==> src/rtl/wsp_pkg.sv <==
// ----------------------------------------------------------------------------
// wsp_pkg
// Shared types and constants of the wavetable sample player.
// ----------------------------------------------------------------------------
`default_nettype none

package wsp_pkg;

  // Default geometry of the player.
  localparam int unsigned TableDepthDef   = 4096;
  localparam int unsigned SampleBitsDef   = 16;
  localparam int unsigned GainFracBitsDef = 12;

  // Fixed register widths.
  localparam int unsigned MODE_W    = 2;
  localparam int unsigned GAIN_W    = 16;
  localparam int unsigned OP_W      = 2;
  localparam int unsigned CFG_IDX_W = 2;

  // Gain after reset: unity in Q4.12.
  localparam logic [GAIN_W-1:0] GAIN_RESET = 16'd4096;

  typedef enum logic [OP_W-1:0] {
    OP_WRITE   = 2'd0,
    OP_PLAY    = 2'd1,
    OP_RESTART = 2'd2
  } op_e;

  typedef enum logic [MODE_W-1:0] {
    MODE_ONESHOT  = 2'd0,
    MODE_LOOP     = 2'd1,
    MODE_PINGPONG = 2'd2
  } mode_e;

  typedef enum logic [CFG_IDX_W-1:0] {
    CFG_PLAY_MODE    = 2'd0,
    CFG_TABLE_LENGTH = 2'd1,
    CFG_GAIN         = 2'd2
  } cfg_idx_e;

endpackage

`default_nettype wire

==> src/rtl/wsp_if.sv <==
// ----------------------------------------------------------------------------
// wsp_in_if / wsp_out_if
// Valid/ready channels of the wavetable sample player.
// ----------------------------------------------------------------------------
`default_nettype none


interface wsp_out_if #(
  parameter int unsigned SAMPLE_W = 16,
  parameter int unsigned POS_W    = 13
);
  logic                       valid;
  logic                       ready;
  logic signed [SAMPLE_W-1:0] sample_out;
  logic [POS_W-1:0]           position_played;
  logic                       at_end;

  modport source (output valid, sample_out, position_played, at_end, input ready);
  modport sink   (input valid, sample_out, position_played, at_end, output ready);
endinterface

`default_nettype wire

==> src/rtl/wsp_scale.sv <==
// ----------------------------------------------------------------------------
// wsp_scale
// Gain multiply, round-half-up and saturation, two registered stages.
// ----------------------------------------------------------------------------
`default_nettype none

module wsp_scale #(
  parameter int unsigned SAMPLE_W       = 16,
  parameter int unsigned GAIN_FRAC_BITS = 12,
  parameter int unsigned POS_W          = 13
) (
  input  wire logic                            clk_i,
  input  wire logic                            rst_ni,
  input  wire logic                            valid_i,
  output logic                                 ready_o,
  input  wire logic signed [SAMPLE_W-1:0]      sample_i,
  input  wire logic [POS_W-1:0]                pos_i,
  input  wire logic                            at_end_i,
  input  wire logic [wsp_pkg::GAIN_W-1:0]      gain_i,
  wsp_out_if.source                            out_if
);
  import wsp_pkg::*;

  localparam int unsigned PW = SAMPLE_W + GAIN_W + 1;
  localparam logic signed [PW-1:0] HALF =
    {{(PW-1){1'b0}}, 1'b1} << (GAIN_FRAC_BITS - 1);

  logic                     p_valid_q;
  logic signed [PW-1:0]     prod_q;
  logic [POS_W-1:0]         p_pos_q;
  logic                     p_end_q;
  logic                     o_valid_q;
  logic signed [SAMPLE_W-1:0] o_sample_q;
  logic [POS_W-1:0]         o_pos_q;
  logic                     o_end_q;

  logic                     p_en;
  logic                     o_en;
  logic signed [GAIN_W:0]   gain_ext;
  logic signed [PW-1:0]     prod_d;
  logic signed [PW-1:0]     rounded;
  logic signed [PW-1:0]     shifted;
  logic                     fits;
  logic signed [SAMPLE_W-1:0] sat_d;

  assign o_en    = !o_valid_q || out_if.ready;
  assign p_en    = !p_valid_q || o_en;
  assign ready_o = p_en;

  assign gain_ext = $signed({1'b0, gain_i});
  assign prod_d   = sample_i * gain_ext;

  // Round half up, then clip to the sample range.
  assign rounded = prod_q + HALF;
  assign shifted = rounded >>> GAIN_FRAC_BITS;
  assign fits    = (&shifted[PW-1:SAMPLE_W-1]) || !(|shifted[PW-1:SAMPLE_W-1]);

  always_comb begin
    if (fits) begin
      sat_d = shifted[SAMPLE_W-1:0];
    end else if (shifted[PW-1]) begin
      sat_d = {1'b1, {(SAMPLE_W-1){1'b0}}};
    end else begin
      sat_d = {1'b0, {(SAMPLE_W-1){1'b1}}};
    end
  end

  always_ff @(posedge clk_i or negedge rst_ni) begin
    if (!rst_ni) begin
      p_valid_q <= 1'b0;
      o_valid_q <= 1'b0;
    end else begin
      if (p_en) begin
        p_valid_q <= valid_i;
      end
      if (o_en) begin
        o_valid_q <= p_valid_q;
      end
    end
  end

  always_ff @(posedge clk_i) begin
    if (p_en && valid_i) begin
      prod_q  <= prod_d;
      p_pos_q <= pos_i;
      p_end_q <= at_end_i;
    end
    if (o_en && p_valid_q) begin
      o_sample_q <= sat_d;
      o_pos_q    <= p_pos_q;
      o_end_q    <= p_end_q;
    end
  end

  assign out_if.valid           = o_valid_q;
  assign out_if.sample_out      = o_sample_q;
  assign out_if.position_played = o_pos_q;
  assign out_if.at_end          = o_end_q;

endmodule

`default_nettype wire

==> src/flat_wrapper.sv <==
// flat-port wrapper written by rule: the top's interface ports become plain ports
module wsp_scale_flat import wsp_pkg::*;
#(
  parameter int unsigned SAMPLE_W       = 16,
  parameter int unsigned GAIN_FRAC_BITS = 12,
  parameter int unsigned POS_W          = 13
)
  (clk_i, rst_ni, valid_i, ready_o, sample_i, pos_i, at_end_i, gain_i, out_if_valid, out_if_sample_out, out_if_position_played, out_if_at_end, out_if_ready);
  wsp_out_if #(.SAMPLE_W(SAMPLE_W), .POS_W(POS_W)) out_if_i ();
  input  wire logic clk_i;
  input  wire logic rst_ni;
  input  wire logic valid_i;
  output logic ready_o;
  input  wire logic signed [SAMPLE_W-1:0] sample_i;
  input  wire logic [POS_W-1:0] pos_i;
  input  wire logic at_end_i;
  input  wire logic [wsp_pkg::GAIN_W-1:0] gain_i;
  output wire logic [$bits(out_if_i.valid)-1:0] out_if_valid;
  output wire logic [$bits(out_if_i.sample_out)-1:0] out_if_sample_out;
  output wire logic [$bits(out_if_i.position_played)-1:0] out_if_position_played;
  output wire logic [$bits(out_if_i.at_end)-1:0] out_if_at_end;
  input wire logic [$bits(out_if_i.ready)-1:0] out_if_ready;
  assign out_if_valid = out_if_i.valid;
  assign out_if_sample_out = out_if_i.sample_out;
  assign out_if_position_played = out_if_i.position_played;
  assign out_if_at_end = out_if_i.at_end;
  assign out_if_i.ready = out_if_ready;
  wsp_scale #(.SAMPLE_W(SAMPLE_W), .GAIN_FRAC_BITS(GAIN_FRAC_BITS), .POS_W(POS_W)) u_core (.clk_i(clk_i), .rst_ni(rst_ni), .valid_i(valid_i), .ready_o(ready_o), .sample_i(sample_i), .pos_i(pos_i), .at_end_i(at_end_i), .gain_i(gain_i), .out_if(out_if_i));
endmodule
==> config.mk <==
export PLATFORM = sky130hd
export DESIGN_NAME = wsp_scale_flat
export DESIGN_NICKNAME = d
export VERILOG_FILES = /design/src/rtl/wsp_pkg.sv /design/src/rtl/wsp_if.sv /design/src/rtl/wsp_scale.sv /design/src/flat_wrapper.sv
export SDC_FILE = /design/constraint.sdc
export NUM_CORES = 1
export LEC_CHECK = 0
export CORE_ASPECT_RATIO = 0.75
export CORE_MARGIN = 2
export CORE_UTILIZATION = 60
export DETAILED_ROUTE_END_ITERATION = 12
export DONT_BUFFER_PORTS = 1
export GPL_TIMING_DRIVEN = 1
export PLACE_DENSITY = 0.87
export SLEW_MARGIN = 15
export SYNTH_ARGS = -nofsm -noshare
export SYNTH_HDL_FRONTEND = slang
export SYNTH_SLANG_ARGS = --single-unit
==> constraint.sdc <==
create_clock -name clk_i -period 3 [get_ports clk_i]
set_input_delay 0.6 -clock clk_i [delete_from_list [all_inputs] [get_ports clk_i]]
set_output_delay 0.6 -clock clk_i [all_outputs]
set_load 0.1 [all_outputs]
# Word level (Yosys, flattened, before mapping)
# Index checks and enable logic that the tools add are counted.
# op_classes
addsub,1
n_mul,1
div,0
order_cmp,0
n_eq_ne,0
shifts,0
n_mux,2
bitwise,0
reduce_logical,10
# ops
operator,count
adder 33 x 13 -> 33 bit (second input constant),1
multiplier 16 x 17 -> 33 bit,1
two-way mux 16 bit,2
AND reduction 6 bit,1
OR reduction 6 bit,1
logical NOT 1 bit,3
logical OR 1 bit,3
logical AND 1 bit,2
# totals
register_bits,79
latchBits,0
ram_bits,0
mem_bits_ro,0
in_bits,50
output_inout_bits,32
word_cells,22
memories,0

# Depth between registers and ports, before layout
# depth
depth_word,5
depth_mapped,24
ltp_nobuf,22

# Least setup slack after synthesis
# No wires, ideal clock.
# synth_timing
path_type,input -> register
startpoint,in gain_i[7] (netlist bit)
endpoint,"reg u_core.prod_q[25], data pin"
setup_time_ns,0.258
t_arrival_ns,5.803
required_ns,2.742
path_slack_ns,-3.061
stages,21
n_path_buf,1
cell_sequence,clkbuf_1 > nand2_1 > fa_1 > inv_1 > fa_1 > inv_1 > fa_1 > inv_1 > fa_1 > fa_1 > inv_1 > fa_1 > inv_1 > ha_1 > nand2_2 > or4_1 > o21a_2 > nand2b_1 > a31oi_2 > a21oi_1 > xnor2_1
# synth_via
elab_chain_cells,1
# synth_lines
item,line,text
from (decl),flat_wrapper.sv:17,input wire logic [wsp_pkg::GAIN_W-1:0] gain_i;
multiplier 16 x 17 -> 33 bit,wsp_scale.sv:51,assign prod_d = sample_i * gain_ext;
named net u_core.prod_d[25],wsp_scale.sv:40,logic signed [PW-1:0] prod_d;
to (signal assigned),wsp_scale.sv:84,prod_q <= prod_d;
to (decl),wsp_scale.sv:29,logic signed [PW-1:0] prod_q;
# The timed path passes the listed nets, and every way through them passes these cells.
# A chain may end at the register's enable or synchronous reset.

# Worst setup path in the final report
# layout_timing
startpoint,in sample_i[4]
endpoint,"reg u_core.prod_q[22], data pin"
# layout_via
elab_chain_cells,1
# layout_lines
item,line,text
from (decl),flat_wrapper.sv:14,input wire logic signed [SAMPLE_W-1:0] sample_i;
multiplier 16 x 17 -> 33 bit,wsp_scale.sv:51,
named net u_core.prod_d[22],wsp_scale.sv:40,
# The timed path passes the listed nets, and every way through them passes these cells.

==> results.yml <==
final_layout:
  nFillCells: 1226
  area_growth_pct: 14.0
  nets: 1524
  fin_cells: 1408
  drive_gt1_share_pct: 18.2
  diodes: 0
synthesis:
  synth_xor_area_share_pct: 3.18
  synth_top_flop_cell: "edfxtp_1"
  synth.distinct_cells: 60
  muxShareOfSynthArea_pct: 0
  syn_avg_cell_area_um2: 9.90
  yosysMostFrequentCell: "inv_1"
  synthArstFlopShare_pct: 2.94
  synth_edf_count: 66
  netlist_area_um2: 11000
  synth_seq_area_share_pct: 18.4
  synth_compound_area_share_pct: 4.93
  synthSimpleGateAreaFrac_pct: 15.1
  synth_top_cell_by_area: "fa_1"
  synth_seq_cells: 68
  postSynthCellCount: 1114
  yosysWarnings: 0
  synth_top_family_by_area: "adder cells"
  ys_top_cells_by_count: "245 x inv_1, 193 x fa_1, 145 x nand2_1"
  synth_nets: 1477
  synthAdderAreaFrac_pct: 48.7
  synth.area.top_cells: "fa_1 35%, edfxtp_1 18%, ha_1 14%"
  synth_top_area_share_pct: 35.0
placed_design:
  place.gp.congestion: 0.874
  preCtsSetupSlack_ns: -2.94
  placed_cells: 1383
  port_buffers: 0
  dp_hpwl_mm: 19.4
route:
  drt_first_pass_iters: 5
  via_per_inst: 5.60
  wl_per_cell_um: 18.0
  antenna_left: 0
  drtIter0Drc: 560
  vias: 7891
  drc: 0
  wl_mm: 25.3
critical_path:
  startpoint_type: "input port"
  cp-end-kind: "flip-flop"
  r2r_slack_ns: 0.35
  critPathMaxFanout: 16
  cp.arrival_ns: 5.59
  cp.required_ns: 3.08
  critical_path_class: "input port to flip-flop"
sta:
  setup_tns_ns: -50.10
  slew_headroom_pct: 36.8
  finalClockSkew_ns: 0.00694
  tightest_slew_ns: 0.949
  hold_viol_final: 0
  rsz0062_at_grt: "true"
  setup_ws_ns: -2.51
  fin_crit_sh_pct: 184
  slew_viol_final: 0
  fmax_mhz: 182
  setup_viol: 22
  period_minus_slack_ns: 5.51
floorplan:
  initial_utilization_pct: 61.9
  die_x_um: 161
  chipHeight_um: 121
  ios: 82
  core-area_um2: 17800
  die-area_um2: 19500
  core.rowCount: 42
global_routing:
  first_global_vias: 8907
  antenna_found_initial: 0
  globalRouteTotalUtil_pct: 27.6
  grt_start_max_net_pins: 37
  grt_first_pass_wirelength_mm: 42.3
  grt-ovfl-total: 0
clock_network:
  cts_tree: "done"
  htree_levels: 3
  cts-buffers-inserted: 9
  clockBufferDepth: 2
  cts_root_buf: "clkbuf_16"
  path_clk_slew_ns: 0.05
  clk_latency_ns: 0.33
  cts.sink_count: 68
flow_run:
  max-cap-violations: 0
run_status:
  failed_checks: "setup timing"
  status: "finished, violations left"
min_path:
  worstHoldPathType: "input port to flip-flop"
==> logic make-up (layout without fill, tap and decap cells) <==
kind of cell / count (synthesis) / count (layout)
AND/OR/NAND/NOR: 328 / 328
adder cells (fa/ha/maj): 313 / 313
buffers and inverters: 282 / 334
AO/OA/AOI/OAI: 83 / 83
flip-flops: 68 / 68
XOR/XNOR: 40 / 40
==> final cells by class <==
class                           count  area (um^2)  share of cell area (%)
Timing Repair Buffer               72          594                    4.73
Clock buffer                        9          225                    1.79
Sequential cell                    68         2030                    16.2
Multi-Input combinational cell    764         8440                    67.2
Tap cell                          242          303                    2.41
Inverter                          246          928                    7.39
Clock inverter                      7         43.8                   0.348
==> path summary, 6_finish.rpt <==
check                                        from                                to  cells past startpoint
worst max-delay path                  sample_i[4]                 u_core.prod_q[22]                     19
worst min-delay path                     pos_i[4]                 u_core.p_pos_q[4]                      0
worst max register to register  u_core.prod_q[11]       u_core.out_if.sample_out[3]                      9
worst min register to register  u_core.p_pos_q[7]  u_core.out_if.position_played[7]                      0
max in group asynchronous                  rst_ni                  u_core.p_valid_q                      1
min in group asynchronous                  rst_ni               u_core.out_if.valid                      1
==> per-stage QoR <==
step | instance area [um^2] | util [%] | hold slack (ns)
after floorplan | 11500 | - | 0.304
after global placement | 11900 | 67.0 | 0.304
after detailed placement | 11900 | 67.0 | 0.304
after CTS | 12400 | 69.4 | 0.349
after global routing | 12600 | 70.5 | 0.347
final | 12600 | 70.5 | 0.363
==> layout by cell type, fill, tap and decap left out, types with 4 or more instances in the layout <==
| master | count |
|---|---|
| a22oi_2 | 4 |
| ha_1 | 102 |
| a21oi_1 | 9 |
| nand2_1 | 135 |
| and2_4 | 12 |
| nand4_1 | 6 |
| xor2_1 | 16 |
| buf_6 | 7 |
| nand2_2 | 11 |
| xnor2_1 | 23 |
| inv_1 | 226 |
| ha_4 | 17 |
| a21oi_2 | 14 |
| fa_2 | 13 |
| clkbuf_16 | 9 |
| o21ai_0 | 20 |
| fa_1 | 180 |
| nand3_1 | 13 |
| nand2b_1 | 11 |
| inv_2 | 19 |
| edfxtp_1 | 66 |
| buf_4 | 62 |
| nor2_1 | 16 |
| and2_1 | 98 |
==> critical path: stages <==
cell     delay [ns]
and2_4         0.15
fa_1           0.57
inv_2          0.05
fa_1           0.47
fa_1           0.49
inv_1          0.05
fa_1           0.45
fa_1           0.49
inv_1          0.05
fa_1           0.49
inv_2          0.05
ha_4           0.26
nand2_2        0.06
or4_1          0.51
o21a_2         0.26
o21a_4         0.23
buf_4          0.14
buf_6          0.10
xnor2_1        0.11
==> metal layers <==
| metal | vias up | global-route usage, % | wire length (um) |
|---|---|---|---|
| met2 | 304 | 48.9 | 13100 |
| met3 | 74 | 5.16 | 1750 |
| met4 | 0 | 9.23 | 681 |
| met5 | - | 0 | 0 |
| li1 | 3510 | - | - |
| met1 | 4003 | 34.4 | 9850 |
==> flip-flops by register name, indices dropped and copies added, names as in the netlist <==
register                       count
u_core.out_if.valid                1
u_core.p_pos_q                    13
u_core.prod_q                     22
u_core.out_if.position_played     13
u_core.out_if.at_end               1
u_core.out_if.sample_out          16
u_core.p_valid_q                   1
u_core.p_end_q                     1
==> what timing repair did <==
item,CTS,global route
hold endpoints to repair,2,0
hold buffers,1,0
pin swaps,40,36
buffers inserted,4,6
gates resized for setup,34,44
endpoints found under the setup margin,22,22
Power is left out: the tool's default activity adds up to more than one toggle a clock period on the data nets, which glitch-free logic cannot reach.
